### src/rtl/baro_pkg.sv
`default_nettype none
package baro_pkg;

    typedef struct packed {
        logic        mode;
        logic [19:0] raw_adc;
    } baro_in_t;

    typedef struct packed {
        logic        kind;
        logic [31:0] temp_millic;
        logic [31:0] pressure_pa;
        logic        divide_fault;
    } baro_out_t;

    localparam int CFG_W   = 64;
    localparam int CFG_IDX_W = 2;

    typedef enum logic [1:0] {
        REG_TRIM_TEMP = 2'd0,
        REG_TRIM_PA   = 2'd1,
        REG_TRIM_PB   = 2'd2,
        REG_TRIM_PC   = 2'd3
    } baro_reg_t;

endpackage
`default_nettype wire

### src/rtl/baro_integer_compensation.sv
// temperature: T0 to T5; pressure: P0 to P9, divider, Q0 to Q3; a zero divisor ends at P9
// flow: one request in flight; the next is taken the cycle after its result
// moves to the output register
// a waiting result holds the block in the done step; no new request is taken meanwhile
// cost: one shared 32x32 multiplier, at most one product per step, and a restoring divider
// reset: rst_n clears the trim registers, the fine temperature and all control state
`default_nettype none
module baro_integer_compensation (
    input  wire logic                          clk,
    input  wire logic                          rst_n,
    input  wire logic                          in_valid,
    output logic                               in_ready,
    input  baro_pkg::baro_in_t                 in_data,
    output logic                               out_valid,
    input  wire logic                          out_ready,
    output baro_pkg::baro_out_t                out_data,
    input  wire logic                          cfg_we,
    input  wire logic [baro_pkg::CFG_IDX_W-1:0] cfg_index,
    input  wire logic [baro_pkg::CFG_W-1:0]    cfg_wdata
);
    import baro_pkg::*;

    // arithmetic shift right of a 32-bit two's complement word
    function automatic logic [31:0] sar32(input logic [31:0] x, input logic [4:0] n);
        return $signed(x) >>> n;
    endfunction

    // sequencer steps; each step does at most one multiply
    typedef enum logic [4:0] {
        S_IDLE, S_T0, S_T1, S_T2, S_T3, S_T4, S_T5,
        S_P0, S_P1, S_P2, S_P3, S_P4, S_P5, S_P6, S_P7, S_P8, S_P9,
        S_DIV, S_DEND, S_Q0, S_Q1, S_Q2, S_Q3, S_DONE
    } state_t;

    state_t      state_reg;
    logic [47:0] trim_t_reg;
    logic [63:0] trim_a_reg;
    logic [63:0] trim_b_reg;
    logic [15:0] trim_c_reg;
    logic [31:0] fine_reg;
    logic [19:0] adc_reg;
    logic [31:0] r0_reg, r1_reg, r2_reg, r3_reg;
    logic [31:0] prod_reg;
    // divider state
    logic [31:0] quo_reg, rem_reg, dvs_reg;
    logic [5:0]  cnt_reg;
    logic        dbl_reg;
    logic        busy_reg;
    baro_out_t   res_reg;
    baro_out_t   out_reg;
    logic        out_valid_reg;

    // trim words widened to 32 bits: t1 and p1 zero-extended, the others sign-extended
    logic [31:0] t1, t2, t3, p1, p2, p3, p4, p5, p6, p7, p8, p9;
    assign t1 = {16'd0, trim_t_reg[15:0]};
    assign t2 = {{16{trim_t_reg[31]}}, trim_t_reg[31:16]};
    assign t3 = {{16{trim_t_reg[47]}}, trim_t_reg[47:32]};
    assign p1 = {16'd0, trim_a_reg[15:0]};
    assign p2 = {{16{trim_a_reg[31]}}, trim_a_reg[31:16]};
    assign p3 = {{16{trim_a_reg[47]}}, trim_a_reg[47:32]};
    assign p4 = {{16{trim_a_reg[63]}}, trim_a_reg[63:48]};
    assign p5 = {{16{trim_b_reg[15]}}, trim_b_reg[15:0]};
    assign p6 = {{16{trim_b_reg[31]}}, trim_b_reg[31:16]};
    assign p7 = {{16{trim_b_reg[47]}}, trim_b_reg[47:32]};
    assign p8 = {{16{trim_b_reg[63]}}, trim_b_reg[63:48]};
    assign p9 = {{16{trim_c_reg[15]}}, trim_c_reg[15:0]};

    // the one shared multiplier, low 32 bits of the product
    logic [31:0] mul_a, mul_b, mul_y;
    assign mul_y = mul_a * mul_b;

    logic [31:0] adc32;
    assign adc32 = {12'd0, adc_reg};

    // operand selection per step
    always_comb
    begin
        mul_a = '0;
        mul_b = '0;
        case (state_reg)
            S_T0: begin mul_a = (adc32 >> 3) - (t1 << 1); mul_b = t2; end
            S_T1: begin mul_a = (adc32 >> 4) - t1; mul_b = (adc32 >> 4) - t1; end
            S_T2: begin mul_a = sar32(prod_reg, 5'd12); mul_b = t3; end
            S_T4: begin mul_a = r0_reg; mul_b = 32'd50; end
            S_P0: begin mul_a = sar32(r0_reg, 5'd2); mul_b = sar32(r0_reg, 5'd2); end
            S_P1: begin mul_a = sar32(prod_reg, 5'd11); mul_b = p6; end
            S_P2: begin mul_a = r0_reg; mul_b = p5; end
            S_P3: begin mul_a = p3; mul_b = sar32(r1_reg, 5'd13); end
            S_P4: begin mul_a = p2; mul_b = r0_reg; end
            S_P6: begin mul_a = 32'd32768 + r3_reg; mul_b = p1; end
            S_P7: begin mul_a = r2_reg; mul_b = 32'd3125; end
            S_Q0: begin mul_a = quo_reg >> 3; mul_b = quo_reg >> 3; end
            S_Q1: begin mul_a = p9; mul_b = prod_reg >> 13; end
            S_Q2: begin mul_a = quo_reg >> 2; mul_b = p8; end
            default: ;
        endcase
    end

    // divider step: shift in one dividend bit
    logic [32:0] rem_sh;
    logic [32:0] rem_sub;
    assign rem_sh  = {rem_reg, quo_reg[31]};
    assign rem_sub = rem_sh - {1'b0, dvs_reg};

    // the finished result moves to the output register once that register is free
    logic done_go;
    assign done_go = (state_reg == S_DONE) && (!out_valid_reg || out_ready);

    assign in_ready = !busy_reg;
    assign out_valid = out_valid_reg;
    assign out_data  = out_reg;

    always_ff @(posedge clk or negedge rst_n)
    begin
        if (!rst_n)
        begin
            state_reg     <= S_IDLE;
            trim_t_reg    <= '0;
            trim_a_reg    <= '0;
            trim_b_reg    <= '0;
            trim_c_reg    <= '0;
            fine_reg      <= '0;
            adc_reg       <= '0;
            r0_reg        <= '0;
            r1_reg        <= '0;
            r2_reg        <= '0;
            r3_reg        <= '0;
            prod_reg      <= '0;
            quo_reg       <= '0;
            rem_reg       <= '0;
            dvs_reg       <= '0;
            cnt_reg       <= '0;
            dbl_reg       <= 1'b0;
            res_reg       <= '0;
            out_reg       <= '0;
            busy_reg      <= 1'b0;
            out_valid_reg <= 1'b0;
        end
        else
        begin
            if (cfg_we)
            begin
                case (baro_reg_t'(cfg_index))
                    REG_TRIM_TEMP: trim_t_reg <= cfg_wdata[47:0];
                    REG_TRIM_PA:   trim_a_reg <= cfg_wdata;
                    REG_TRIM_PB:   trim_b_reg <= cfg_wdata;
                    REG_TRIM_PC:   trim_c_reg <= cfg_wdata[15:0];
                    default: ;
                endcase
            end
            if (done_go)
                out_valid_reg <= 1'b1;
            else if (out_valid_reg && out_ready)
                out_valid_reg <= 1'b0;
            prod_reg <= mul_y;
            case (state_reg)
                S_IDLE:
                begin
                    if (in_valid && in_ready)
                    begin
                        adc_reg  <= in_data.raw_adc;
                        busy_reg <= 1'b1;
                        // pressure starts from v1 = (fine >> 1) - 64000
                        r0_reg   <= sar32(fine_reg, 5'd1) - 32'd64000;
                        state_reg <= in_data.mode ? S_P0 : S_T0;
                    end
                end
                // temperature path
                S_T0: state_reg <= S_T1;
                S_T1:
                begin
                    r1_reg    <= sar32(prod_reg, 5'd11);
                    state_reg <= S_T2;
                end
                S_T2: state_reg <= S_T3;
                S_T3:
                begin
                    r0_reg    <= r1_reg + sar32(prod_reg, 5'd14);
                    fine_reg  <= r1_reg + sar32(prod_reg, 5'd14);
                    state_reg <= S_T4;
                end
                S_T4: state_reg <= S_T5;
                S_T5:
                begin
                    res_reg.kind         <= 1'b0;
                    res_reg.temp_millic  <= sar32(prod_reg + 32'd1280, 5'd8);
                    res_reg.pressure_pa  <= '0;
                    res_reg.divide_fault <= 1'b0;
                    state_reg <= S_DONE;
                end
                // pressure path
                S_P0: state_reg <= S_P1;
                S_P1:
                begin
                    r1_reg    <= prod_reg;   // q
                    state_reg <= S_P2;
                end
                S_P2:
                begin
                    r2_reg    <= prod_reg;   // q>>11 * p6
                    state_reg <= S_P3;
                end
                S_P3:
                begin
                    // v2 = (v2 + (v1*p5 << 1)) >> 2 + (p4 << 16)
                    r2_reg    <= sar32(r2_reg + (prod_reg << 1), 5'd2) + (p4 << 16);
                    state_reg <= S_P4;
                end
                S_P4:
                begin
                    r3_reg    <= sar32(prod_reg, 5'd3);
                    state_reg <= S_P5;
                end
                S_P5:
                begin
                    r3_reg    <= sar32(r3_reg + sar32(prod_reg, 5'd1), 5'd18);
                    r2_reg    <= (32'd1048576 - adc32) - sar32(r2_reg, 5'd12);
                    state_reg <= S_P6;
                end
                S_P6: state_reg <= S_P7;
                S_P7:
                begin
                    dvs_reg   <= sar32(prod_reg, 5'd15);
                    state_reg <= S_P8;
                end
                S_P8:
                begin
                    r2_reg    <= prod_reg;   // p * 3125
                    state_reg <= S_P9;
                end
                S_P9:
                begin
                    if (dvs_reg == 32'd0)
                    begin
                        res_reg.kind         <= 1'b1;
                        res_reg.temp_millic  <= '0;
                        res_reg.pressure_pa  <= '0;
                        res_reg.divide_fault <= 1'b1;
                        state_reg <= S_DONE;
                    end
                    else
                    begin
                        dbl_reg   <= r2_reg[31];
                        quo_reg   <= r2_reg[31] ? r2_reg : (r2_reg << 1);
                        rem_reg   <= '0;
                        cnt_reg   <= 6'd32;
                        state_reg <= S_DIV;
                    end
                end
                S_DIV:
                begin
                    if (!rem_sub[32])
                    begin
                        rem_reg <= rem_sub[31:0];
                        quo_reg <= {quo_reg[30:0], 1'b1};
                    end
                    else
                    begin
                        rem_reg <= rem_sh[31:0];
                        quo_reg <= {quo_reg[30:0], 1'b0};
                    end
                    cnt_reg <= cnt_reg - 6'd1;
                    if (cnt_reg == 6'd1)
                        state_reg <= S_DEND;
                end
                S_DEND:
                begin
                    if (dbl_reg)
                        quo_reg <= quo_reg << 1;
                    state_reg <= S_Q0;
                end
                S_Q0: state_reg <= S_Q1;
                S_Q1: state_reg <= S_Q2;
                S_Q2:
                begin
                    r1_reg    <= sar32(prod_reg, 5'd12);   // v1
                    state_reg <= S_Q3;
                end
                S_Q3:
                begin
                    res_reg.kind         <= 1'b1;
                    res_reg.temp_millic  <= '0;
                    res_reg.pressure_pa  <= quo_reg + sar32(r1_reg
                                            + sar32(prod_reg, 5'd13) + p7, 5'd4);
                    res_reg.divide_fault <= 1'b0;
                    state_reg <= S_DONE;
                end
                S_DONE:
                begin
                    // wait here while an earlier result is still offered
                    if (done_go)
                    begin
                        out_reg   <= res_reg;
                        busy_reg  <= 1'b0;
                        state_reg <= S_IDLE;
                    end
                end
                default: state_reg <= S_IDLE;
            endcase
        end
    end

    // a waiting result stays offered and unchanged
    assert property (@(posedge clk) disable iff (!rst_n)
        (out_valid_reg && !out_ready) |=> (out_valid_reg && $stable(out_reg)))
        else $error("waiting result dropped or changed");
    // a fault result carries zero pressure
    assert property (@(posedge clk) disable iff (!rst_n)
        (out_valid_reg && out_reg.divide_fault) |-> (out_reg.pressure_pa == 32'd0))
        else $error("fault with nonzero pressure");
    // accepting a request makes the block busy
    assert property (@(posedge clk) disable iff (!rst_n) (in_valid && in_ready) |=> busy_reg)
        else $error("request not started");

endmodule
`default_nettype wire
### config.mk
export PLATFORM = sky130hd
export DESIGN_NAME = baro_integer_compensation
export DESIGN_NICKNAME = d
export VERILOG_FILES = /design/src/rtl/baro_pkg.sv /design/src/rtl/baro_integer_compensation.sv
export SDC_FILE = /design/constraint.sdc
export NUM_CORES = 2
export LEC_CHECK = 0
export ABC_AREA = 1
export BUFFER_PORTS_ARGS = -buffer_cell sky130_fd_sc_hd__buf_2
export CAP_MARGIN = 20
export CORE_MARGIN = 2
export CORE_UTILIZATION = 45
export DETAILED_ROUTE_END_ITERATION = 8
export PLACE_DENSITY_LB_ADDON = 0.08
export SLEW_MARGIN = 20
export SYNTH_ARGS = -nofsm -noshare
export SYNTH_HDL_FRONTEND = slang
export SYNTH_SLANG_ARGS = --single-unit
### constraint.sdc
create_clock -name clk -period 8.2 [get_ports clk]
set_input_delay 0.41 -clock clk [delete_from_list [all_inputs] [get_ports clk]]
set_output_delay 0.41 -clock clk [all_outputs]
set_load 0.02 [all_outputs]
Word-level counts from Yosys, hierarchy flattened
Cells that the tools add are included.
{"block": "word_totals", "inputBits": 92, "wordCells": 142, "latchBits": 0, "ff_bits": 631, "output_inout_bits": 68, "ramBits": 0, "mem_bits_ro": 0, "mem_count": 0}
{"block": "classes", "n_lt_le_gt_ge": 0, "reduce_logical": 34, "add_sub_neg": 16, "eq_ne": 33, "multipliers": 1, "bitwise_logic": 1, "shifts": 0, "n_mux": 30, "div_mod_pow": 0}
{"cell": "one-hot mux 32 bit (14 select lines)", "count": 1}
{"cell": "one-hot mux 32 bit (13 select lines)", "count": 1}
{"cell": "one-hot mux 32 bit (3 select lines)", "count": 3}
{"cell": "adder 32 bit", "count": 7}
{"cell": "one-hot mux 66 bit (3 select lines)", "count": 1}
{"cell": "two-way mux 32 bit", "count": 6}
{"cell": "one-hot mux 32 bit (2 select lines)", "count": 3}
{"cell": "one-hot mux 5 bit (23 select lines)", "count": 1}
{"cell": "two-way mux 66 bit", "count": 1}
{"cell": "equality test 5 x 4 -> 1 bit, second input constant", "count": 8}
{"cell": "equality test 5 bit, second input constant", "count": 8}
{"cell": "subtractor 33 x 32 -> 33 bit", "count": 1}
{"cell": "adder 16 x 32 -> 32 bit, first input constant", "count": 1}
{"cell": "adder 32 x 11 -> 32 bit, second input constant", "count": 1}
{"cell": "zero test 32 bit", "count": 1}
{"cell": "multiplier 32 x 32 -> 32 bit", "count": 1}
{"cell": "subtractor 31 x 17 -> 32 bit, second input constant", "count": 1}
{"cell": "subtractor 22 x 20 -> 23 bit", "count": 1}
{"cell": "subtractor 21 x 20 -> 22 bit, first input constant", "count": 1}
{"cell": "equality test 5 x 3 -> 1 bit, second input constant", "count": 4}
{"cell": "AND reduction 2 bit", "count": 10}
{"cell": "subtractor 17 x 17 -> 18 bit", "count": 1}
{"cell": "subtractor 16 x 16 -> 17 bit", "count": 1}
{"cell": "two-way mux 5 bit", "count": 3}
{"cell": "other kinds (22)", "count": 48}

Depth between registers and ports, before layout
{"block": "depth", "ltp_word": 5, "depth_mapped": 47, "ltp_nobuf": 46}

Worst setup path after synthesis
Ideal clock, no wire load.
{"block": "synth_timing", "kind": "reg-to-reg", "from": "reg adc_reg[4]", "to": "reg prod_reg[29]", "setup_time_ns": 0.128, "period_less_slack_ns": 8.131, "stages_incl_launch_ff": 36, "arrival_ns": 8.003, "setup_slack_ns": 0.069, "n_path_buf": 1, "cell_sequence": "dfrtp_1 > inv_1 > ha_1 > fa_1 > xnor2_1 > and3_1 > nor4_1 > nand3_1 > inv_1 > clkbuf_1 > nor2_1 > fa_1 > inv_1 > fa_1 > inv_1 > fa_1 > inv_1 > fa_1 > inv_1 > ha_1 > ha_1 > inv_1 > fa_1 > fa_1 > inv_1 > ha_1 > nand2_1 > o21ai_0 > a21boi_0 > o21ai_0 > a21oi_1 > o21bai_1 > a21boi_0 > o21ai_0 > a21oi_1 > xor2_1"}
{"block": "synth_between", "elab_chain_cells": 3, "word_cells_on_any_way": 5}
{"element": "from (decl)", "line": "baro_integer_compensation.sv:41", "text": "logic [19:0] adc_reg;"}
{"element": "from (signal assigned)", "line": "baro_integer_compensation.sv:161", "text": "adc_reg <= in_data.raw_adc;"}
{"element": "subtractor 17 x 17 -> 18 bit / subtractor 16 x 16 -> 17 bit (equally long branches)", "line": "baro_integer_compensation.sv:81, baro_integer_compensation.sv:82"}
{"element": "one-hot mux 32 bit (13 select lines) / one-hot mux 32 bit (14 select lines) (equally long branches)", "line": "baro_integer_compensation.sv:80", "text": "case (state_reg)"}
{"element": "multiplier 32 x 32 -> 32 bit (*)", "line": "baro_integer_compensation.sv:70", "text": "assign mul_y = mul_a * mul_b;"}
{"element": "named net mul_y[29]", "line": "baro_integer_compensation.sv:69", "text": "logic [31:0] mul_a, mul_b, mul_y;"}
{"element": "to (signal assigned)", "line": "baro_integer_compensation.sv:155", "text": "prod_reg <= mul_y;"}
{"element": "to (decl)", "line": "baro_integer_compensation.sv:43", "text": "logic [31:0] prod_reg;"}
The timed path passes the listed nets; every way through them passes the cells marked *.
A chain may end at the register's enable or synchronous reset.

Worst setup path after layout
{"block": "layout_timing", "from": "reg state_reg[1]", "to": "reg prod_reg[31]"}
{"block": "layout_between", "elab_chain_cells": 4, "word_cells_on_any_way": 18}
{"element": "from (decl)", "line": "baro_integer_compensation.sv:35", "text": "state_t state_reg;"}
{"element": "from (signal assigned)", "line": "baro_integer_compensation.sv:165", "text": "state_reg <= in_data.mode ? S_P0 : S_T0;"}
{"element": "equality test 5 x 4 -> 1 bit / equality test 5 x 3 -> 1 bit (equally long branches)", "line": "baro_integer_compensation.sv:80"}
{"element": "OR reduction 2 bit (no line)"}
{"element": "one-hot mux 32 bit (13 select lines)", "line": "baro_integer_compensation.sv:80"}
{"element": "multiplier 32 x 32 -> 32 bit (*)", "line": "baro_integer_compensation.sv:70"}
{"element": "named net mul_y[31]", "line": "baro_integer_compensation.sv:69"}
Marked as above.

==> metrics <==
Yosys warnings 0; Crit path buffers/inverters 11; RSZ-0062 raised after global routing true; Die Span Y ~360 µm; WL/cell around 26 µm; Initial Util 45.3%; Startpoint Class flip-flop; most frequent cells in the layout nand2_1, inv_1, buf_4; largest net degree at the start of global routing 165; CP arrival 8800 ps; CTS tree yes; DRC 0; placed standard-cell area 65600 µm²; # setup viols final 1; largest family of logic cells by synthesized area adder cells; area grow syn2layout 25.0%; max-slew violations 0; CP max stage delay 640 ps; Seq/Total Area, Yosys 26.8%; slowest stage cell, crit path fa_1; Core Rows 130; I/O pin cnt 160; Synth Area in Adders 23.6%; Max Fclk 122 MHz; fin crit period just over 8000 ps; Crit path max-delay family adder cells; initial antenna violation count 20; Hold Fails Final Rpt 0; Worst Hold Class primary input to flip-flop; CTS root buf clkbuf_16; outcome finished with violations; Mapped Cells 7665; vias per cell 5.62; htree depth 3; drt total wl 269000 µm; First-pass DRT Iterations 6; EDFF count, synth 0; gp weighted congestion between 1 and 1.5; Setup WS post-layout -6.86 ps; antenna-violating nets left 0; vias 57800; first-pass GRT wire length 386000 µm; Synth Area in Compound Gates 15.1%; ys async rst share 100%; Worst Max-Slew Pin Slew 1250 ps; share of post-route cells with drive strength above 1 around a fifth; Synth Area in Simple Gates 20.3%; post-DP HPWL approximately 220000 µm; Post-Syn Nets 8567; synthesized area about 57000 µm²; CP Class flip-flop to flip-flop; flop and latch count out of synthesis roughly 600; die width between 300 and 400 µm; Total Routing Usage GR between 40% and 50%; worst rel slew slack 15.6%; leading cell type in the layout, fill and taps excluded nand2_1; crit path capture type flip-flop; Final Cycle Share 100%; ys flop type dfrtp_1; clock-pin slew on the worst setup and hold paths 60 ps; Core ar. about 130000 µm²; vias in the first global route 55200; worst-path fanout max 8; Final Core Density 56.7%; Worst-Skew Late Latency 710 ps; Data required, critical path 8790 ps; Min Hold Slack about 30 ps; number of buffers created by CTS 73; Final Skew 48.0 ps; DIE AREA approximately 130000 µm²; CP dominant cell by count fa_1; Avg Cell Area, Syn 7.44 µm²; post-synthesis xor/xnor area fraction 2.90%; port bufs 159; mux cell area share after synthesis 0%; Max-cap violations 0; post-synth cell types 55; gr ovfl total 0; CTS Buffer Depth 3; setup TNS -6.86 ps; fin area 71200 µm²; failing checks negative setup slack; # clock sinks 611; NumNets Final 9473; initial DRC count 6666
worst reg2reg max path, delay by kind of cell (launching register included):
family / cells / cell delay, ps
AND/OR/NAND/NOR: 15 / 1740
flip-flops: 1 / 480
AO/OA/AOI/OAI: 2 / 280
adder cells (fa/ha/maj): 9 / 4300
buffers and inverters: 11 / 1310
stage by stage:
step                      std cells  setup WS (ps)
after CTS                     10200          0.257
after floorplan                7665           69.5
final                         10300          -6.86
after global placement        10000           -768
after global routing          10300           -245
after detailed placement      10000           -752
Yosys cell counts (all sizes together), types with 77 or more instances:
| cell type | n | area (µm²) |
|---|---|---|
| nand3 | 238 | 1200 |
| xor2 | 110 | 963 |
| nor2 | 530 | 2060 |
| nand2 | 1855 | 6980 |
| o21ai | 742 | 3710 |
| clkbuf | 220 | 826 |
| ha | 365 | 4570 |
| dfrtp | 611 | 15300 |
| xnor2 | 79 | 692 |
| a21oi | 394 | 1970 |
| o22ai | 78 | 488 |
| fa | 445 | 8910 |
| nor3 | 77 | 385 |
| inv | 1394 | 5230 |
path summary, 6_finish.rpt:
check / end / cells after the start / slack [ps] / start
setup / recovery: prod_reg[31] / 37 / -7 / state_reg[1]
hold / removal: adc_reg[5] / 3 / 30 / in_data[5]
setup reg to reg: prod_reg[31] / 37 / -7 / state_reg[1]
hold reg to reg: out_data[27] / 2 / 470 / out_data[27]
max in group asynchronous: adc_reg[16] / 4 / 5770 / rst_n
min in group asynchronous: out_data[18] / 2 / 260 / rst_n
cell type report:
cell class | count | area, µm²
fill | 12100 | 54500
multi-input combinational | 5374 | 37000
sequential | 611 | 15300
timing repair buffer | 1106 | 9050
inverter | 1405 | 5310
tap | 1650 | 2060
clock buffer | 93 | 2020
clock inverter | 39 | 445
antenna | 8 | 20.0
cells by family after synthesis:
| family | Yosys count |
|---|---|
| xor gates and xnor gates | 189 |
| adders and majority gates | 810 |
| buffers and inverters | 1680 |
| AOI/OAI and AO/OA | 1536 |
| DFF | 611 |
| and+or+nand+nor | 2839 |
metal layers:
layer	GRT usage (%)	up-vias	wire length [µm]
met1	57.6	28000	113000
met4	22.4	12	17700
met2	56.6	2948	107000
li1	-	26300	-
met3	12.3	609	31800
met5	0	-	71
repair_timing:
item,CTS,global route
hold endpoints to repair,118,0
endpoints found under the setup margin,13,12
setup buffers,49,45
gates cloned,0,2
gates resized for setup,291,238
pin swaps,122,190
hold buffers,39,0
Power is left out: the tool's default activity adds up to more than one toggle a clock period on the data nets, which glitch-free logic cannot reach.
